**src/hdl/sorted_timestamp_row_table_defines.svh**
```systemverilog
// Assertion helpers for the table RTL.
`ifndef SORTED_TIMESTAMP_ROW_TABLE_DEFINES_SVH
`define SORTED_TIMESTAMP_ROW_TABLE_DEFINES_SVH

`define STRT_ASSERT_IMPL(lbl, ante, cons, msg) \
  lbl: assert property (@(posedge clk) disable iff (rst) (ante) |-> (cons)) else $error(msg);

`define STRT_ASSERT_NEXT(lbl, ante, cons, msg) \
  lbl: assert property (@(posedge clk) disable iff (rst) (ante) |=> (cons)) else $error(msg);

`endif

```
**src/hdl/strt_pkg.sv**
```systemverilog
package strt_pkg;

  localparam int DEF_TABLE_DEPTH = 256;
  localparam int DEF_MAX_CELLS   = 8;
  localparam int QUEUE_DEPTH     = 2;

  localparam logic [63:0] NAN_PATTERN = 64'h7FF8_0000_0000_0000;
  localparam logic [3:0]  COLS_RESET  = 4'd8;

  typedef enum logic [2:0] {
    MODE_UPSERT = 3'd0,
    MODE_UPDATE = 3'd1,
    MODE_DELETE = 3'd2,
    MODE_POP    = 3'd3,
    MODE_FIND   = 3'd4,
    MODE_READ   = 3'd5,
    MODE_NOP6   = 3'd6,
    MODE_NOP7   = 3'd7
  } mode_t;

  typedef enum logic [2:0] {
    ST_OK        = 3'd0,
    ST_NOT_FOUND = 3'd1,
    ST_OOB       = 3'd2,
    ST_FULL      = 3'd3,
    ST_EMPTY     = 3'd4,
    ST_BAD_COL   = 3'd5
  } status_t;

  typedef enum logic [3:0] {
    S_IDLE,
    S_DISPATCH,
    S_SCAN,
    S_RESOLVE,
    S_SHIFT_UP,
    S_INSERT,
    S_SHIFT_DOWN,
    S_READ_WAIT,
    S_MIN_ISSUE,
    S_MIN_TAKE,
    S_MAX_TAKE,
    S_DONE
  } state_t;

  typedef struct packed {
    logic [2:0]  mode;
    logic [31:0] key;
    logic [2:0]  column;
    logic [63:0] cell_value;
    logic [7:0]  row_index;
    logic [8:0]  row_count;
  } req_t;

  typedef struct packed {
    logic [2:0]  status;
    logic [7:0]  found_index;
    logic [31:0] read_key;
    logic [63:0] read_value;
    logic [8:0]  rows_held;
    logic [31:0] smallest_key;
    logic [31:0] largest_key;
  } rsp_t;

  typedef struct packed {
    mode_t       op;
    logic        col_bad;
    logic [31:0] key;
    logic [2:0]  column;
    logic [63:0] cell_value;
    logic [7:0]  row_index;
    logic [8:0]  row_count;
  } cmd_t;

endpackage

```
**src/hdl/strt_queue.sv**
```systemverilog
module strt_queue (
  input  logic           clk,
  input  logic           rst,
  input  logic           push,
  input  strt_pkg::cmd_t push_cmd,
  output logic           full,
  output logic           pop_valid,
  output strt_pkg::cmd_t pop_cmd,
  input  logic           pop
);
  import strt_pkg::*;

  localparam int PW = (QUEUE_DEPTH > 1) ? $clog2(QUEUE_DEPTH) : 1;
  localparam int CW = $clog2(QUEUE_DEPTH + 1);

  cmd_t          slots [QUEUE_DEPTH];
  logic [PW-1:0] wp;
  logic [PW-1:0] rp;
  logic [CW-1:0] cnt;
  logic          do_pop;

  assign full      = cnt == CW'(QUEUE_DEPTH);
  assign pop_valid = cnt != '0;
  assign pop_cmd   = slots[rp];
  assign do_pop    = pop && pop_valid;

  always_ff @(posedge clk) begin
    if (push) begin
      slots[wp] <= push_cmd;
    end
  end

  always_ff @(posedge clk) begin
    if (rst) begin
      wp  <= '0;
      rp  <= '0;
      cnt <= '0;
    end else begin
      if (push) begin
        wp <= (wp == PW'(QUEUE_DEPTH - 1)) ? '0 : wp + 1'b1;
      end
      if (do_pop) begin
        rp <= (rp == PW'(QUEUE_DEPTH - 1)) ? '0 : rp + 1'b1;
      end
      if (push && !do_pop) begin
        cnt <= cnt + 1'b1;
      end else if (do_pop && !push) begin
        cnt <= cnt - 1'b1;
      end
    end
  end
endmodule

```
**config.mk**
```make
export PLATFORM = sky130hd
export DESIGN_NAME = strt_queue
export DESIGN_NICKNAME = d
export VERILOG_FILES = /design/src/hdl/sorted_timestamp_row_table_defines.svh /design/src/hdl/strt_pkg.sv /design/src/hdl/strt_queue.sv
export SDC_FILE = /design/constraint.sdc
export NUM_CORES = 1
export LEC_CHECK = 0
export BUFFER_PORTS_ARGS = -buffer_cell sky130_fd_sc_hd__buf_2
export CORE_ASPECT_RATIO = 1.4
export CORE_MARGIN = 2
export CORE_UTILIZATION = 45
export DETAILED_ROUTE_END_ITERATION = 8
export GPL_ROUTABILITY_DRIVEN = 0
export PLACE_DENSITY = 0.68
export REMOVE_ABC_BUFFERS = 1
export SLEW_MARGIN = 20
export SYNTH_ARGS = -nofsm -noshare
export SYNTH_HDL_FRONTEND = slang
export SYNTH_SLANG_ARGS = --single-unit
export TNS_END_PERCENT = 1
```
**constraint.sdc**
```tcl
create_clock -name clk -period 20.5 [get_ports clk]
set_clock_uncertainty 0.05 [all_clocks]
set_input_delay 4.1 -clock clk [delete_from_list [all_inputs] [get_ports clk]]
set_output_delay 4.1 -clock clk [all_outputs]
set_load 0.01 [all_outputs]
```
==> impl_metrics.csv <==
group,metric,value,unit
routing,viasPerCell,4.93,
cts,clk_path_buf_depth,3,
cts,cts_root_buf,"clkbuf_16",
final_layout,fin_nets,781,
min_path,hp-start,"rp",
global_route,grt_pass1_wl,25100,µm
routing,drt-total-wl,17300,µm
worst_setup_path,crit_path_cell_trace,"buf_4 -> mux2_2 -> buf_2",
synthesis,post_synth.cell_area_avg,22.5,µm²
power,pwr-share-clk,31.2,%
power,switching_share,25.3,%
status,outcome,"finished, final reports clean",
final_layout,syn_to_final_growth,24.2,%
synthesis,synth.distinct_cells,16,
min_path,whs_path_depth,2,
floorplan,die_x,123,µm
worst_setup_path,critPathMaxFanout,62,
floorplan,fp.dieH,170,µm
routing,wl_per_cell,18.8,µm
worst_setup_path,cp_data_arrival_time,2.77,ns
worst_setup_path,cpPeakStageDelay,0.83,ns
sta,min_period,6.92,ns
global_route,grt_pass1_vias,4864,
cts,postCtsHoldBufs,0,
final_layout,finalCoreUtilization,57.3,%
cts,postCtsSetupBuffers,0,
place,dp_slack,14.05,ns
synthesis,synth.area.top_cells,"edfxtp_1, mux2_2, buf_6",
cts,clk_pin_slew,0.06,ns
worst_setup_path,crit_path_top_delay_cell,"dfxtp_4",
sta,final-max-slew-violation-count,0,
power,ir_drop,0.0000768,V
global_route,top_usage_layer,"met2",
cts,cts.htree.levels,1,
synthesis,synth_seq_area_share,82.1,%
sta,worst_pin_slew,0.864,ns
synthesis,synth_top_area_share,80.9,%
floorplan,core.rowCount,60,
sta,hold_ws,0.472,ns
cts,tritoncts.num_buffers,23,
routing,dr.pass1.iters,4,
final_layout,layout_common_cells,"buf_2, edfxtp_1, mux2_2",
worst_setup_path,path_class,"flop to primary output",
global_route,track_usage,15.7,%
final_layout,final_area,11100,µm²
routing,drc,0,
power,p_int,0.953,mW
routing,ant_nets,0,
power,p_sw,0.322,mW
global_route,use_met2,29.4,%
sta,finalCritPeriodShare,33.8,%
cts,cts_tree,"built",
place,placed_cell_area,10300,µm²
synthesis,yosysTopAreaCell,"edfxtp_1",
floorplan,initial_core_util,46.1,%
cts,post_cts_resized,0,
power,seqPwrFrac,48.3,%
floorplan,ios,246,
sta,fmax,144,MHz
global_route,grt.met3_usage,3.18,%
floorplan,dieArea,20900,µm²
sta,final.setup.tns,0,ns
floorplan,core,19300,µm²
worst_setup_path,endpoint_kind,"primary output",
min_path,hp-class,"flop to flop",
routing,vias,4541,
place,place.detailed.hpwl,11400,µm
power,cellLeakagePower,4.12,nW
sta,rsz0062_at_grt,"false",
global_route,met1_usage,16.3,%
synthesis,yosys_register_bits,245,
routing,drtIter0Drc,187,
sta,worst_slack,13.58,ns
run,drv_cap,0,
sta,finalSetupViolCount,0,
final_layout,num-fill-cells,1489,
sta,hold_viol_final,0,
worst_setup_path,timing.rr.start,"wp",
sta,slew_headroom,42.4,%
worst_setup_path,r2r_slack,18.06,ns
cts,clkLatencyLatePin,0.49,ns
global_route,grt_max_degree,64,
final_layout,layout_commonest_cell,"buf_2",
place,port_buffers,245,
global_route,overflow,0,
worst_setup_path,startpoint_type,"flop",
power,powerDensity,115,nW/µm²
worst_setup_path,r2r-end,"slots[1][58]",
synthesis,syn-cell-area,8900,µm²
cts,cts.sinks,245,
worst_setup_path,required,16.35,ns
synthesis,synthCells,395,
worst_setup_path,rr_worst_depth,2,
power,pwr-share-comb,20.6,%
global_route,antenna_found_initial,3,
min_path,hold_end,"rp",
synthesis,ys.warnings.count,0,
final_layout,drive_above_1_share,60.5,%
## state kept, by name (all words and copies together), names as in the netlist, named ones only
signal,count
cnt,2
wp,1
slots,240
rp,1
## power by group through the flow
stage | combinational (mW) | clock, mW | sequential [mW]
2_1_floorplan | 0.162 | 0 | 0.634
3_3_place_gp | 0.262 | 0 | 0.625
3_5_place_dp | 0.267 | 0 | 0.627
4_1_cts | 0.268 | 0.410 | 0.617
5_1_grt | 0.283 | 0.429 | 0.620
6_report | 0.262 | 0.398 | 0.616
## per-stage QoR
stage / cells / power (mW)
after floorplan: 382 / 0.796
after global routing: 921 / 1.33
final: 921 / 1.28
after CTS: 919 / 1.29
after detailed placement: 879 / 0.894
after global placement: 879 / 0.887
## cell type report
class | instances | area (µm²) | share of cell area, %
diodes | 2 | 5.00 | 0.0453
clock buffers | 25 | 583 | 5.27
clock inverters | 15 | 120 | 1.09
multi-input cells | 137 | 1470 | 13.3
flip-flops and latches | 245 | 7310 | 66.1
well taps | 248 | 310 | 2.81
repair buffers | 249 | 1260 | 11.4
## critical path: cells and delay by family (launching register included)
kind	cells	cell delay (ns)
buffers and inverters	2	0.90
flip-flops	1	0.83
multiplexers	1	0.44
## Yosys cell counts
cell	instances
a21oi_1	1
and2_1	1
and2b_2	1
buf_2	2
buf_6	11
dfxtp_1	5
edfxtp_1	240
ha_1	1
mux2_2	120
nor2_1	4
nor2b_1	1
o21ai_0	2
or2_2	1
or3_1	1
xnor2_1	1
xor2_1	3
## worst max-delay path by stage
stage          start          end  depth (start not counted)
2_1_floorplan   push  slots[0][0]                          1
3_5_place_dp    flop  pop_cmd[18]                          3
5_1_grt         flop   pop_cmd[9]                          3
4_1_cts         flop  pop_cmd[18]                          3
3_3_place_gp    flop  pop_cmd[18]                          3
6_report        flop  pop_cmd[18]                          3
## layer usage
metal | vias to the layer above | part of all wire, %
met3 | 48 | 5.7
met2 | 164 | 55
met4 | 2 | 3.9
met1 | 2235 | 35
li1 | 2092 | -
met5 | - | 0.075
## kinds of logic after synthesis
group | after synthesis | synth area share (%)
XOR/XNOR | 4 | 0.394
AO/OA/AOI/OAI | 3 | 0.169
multiplexers | 120 | 15.2
buffers and inverters | 13 | 1.50
adder cells (fa/ha/maj) | 1 | 0.141
AND/OR/NAND/NOR | 9 | 0.548
flip-flops | 245 | 82.1
Power figures use the tool's default switching activity.
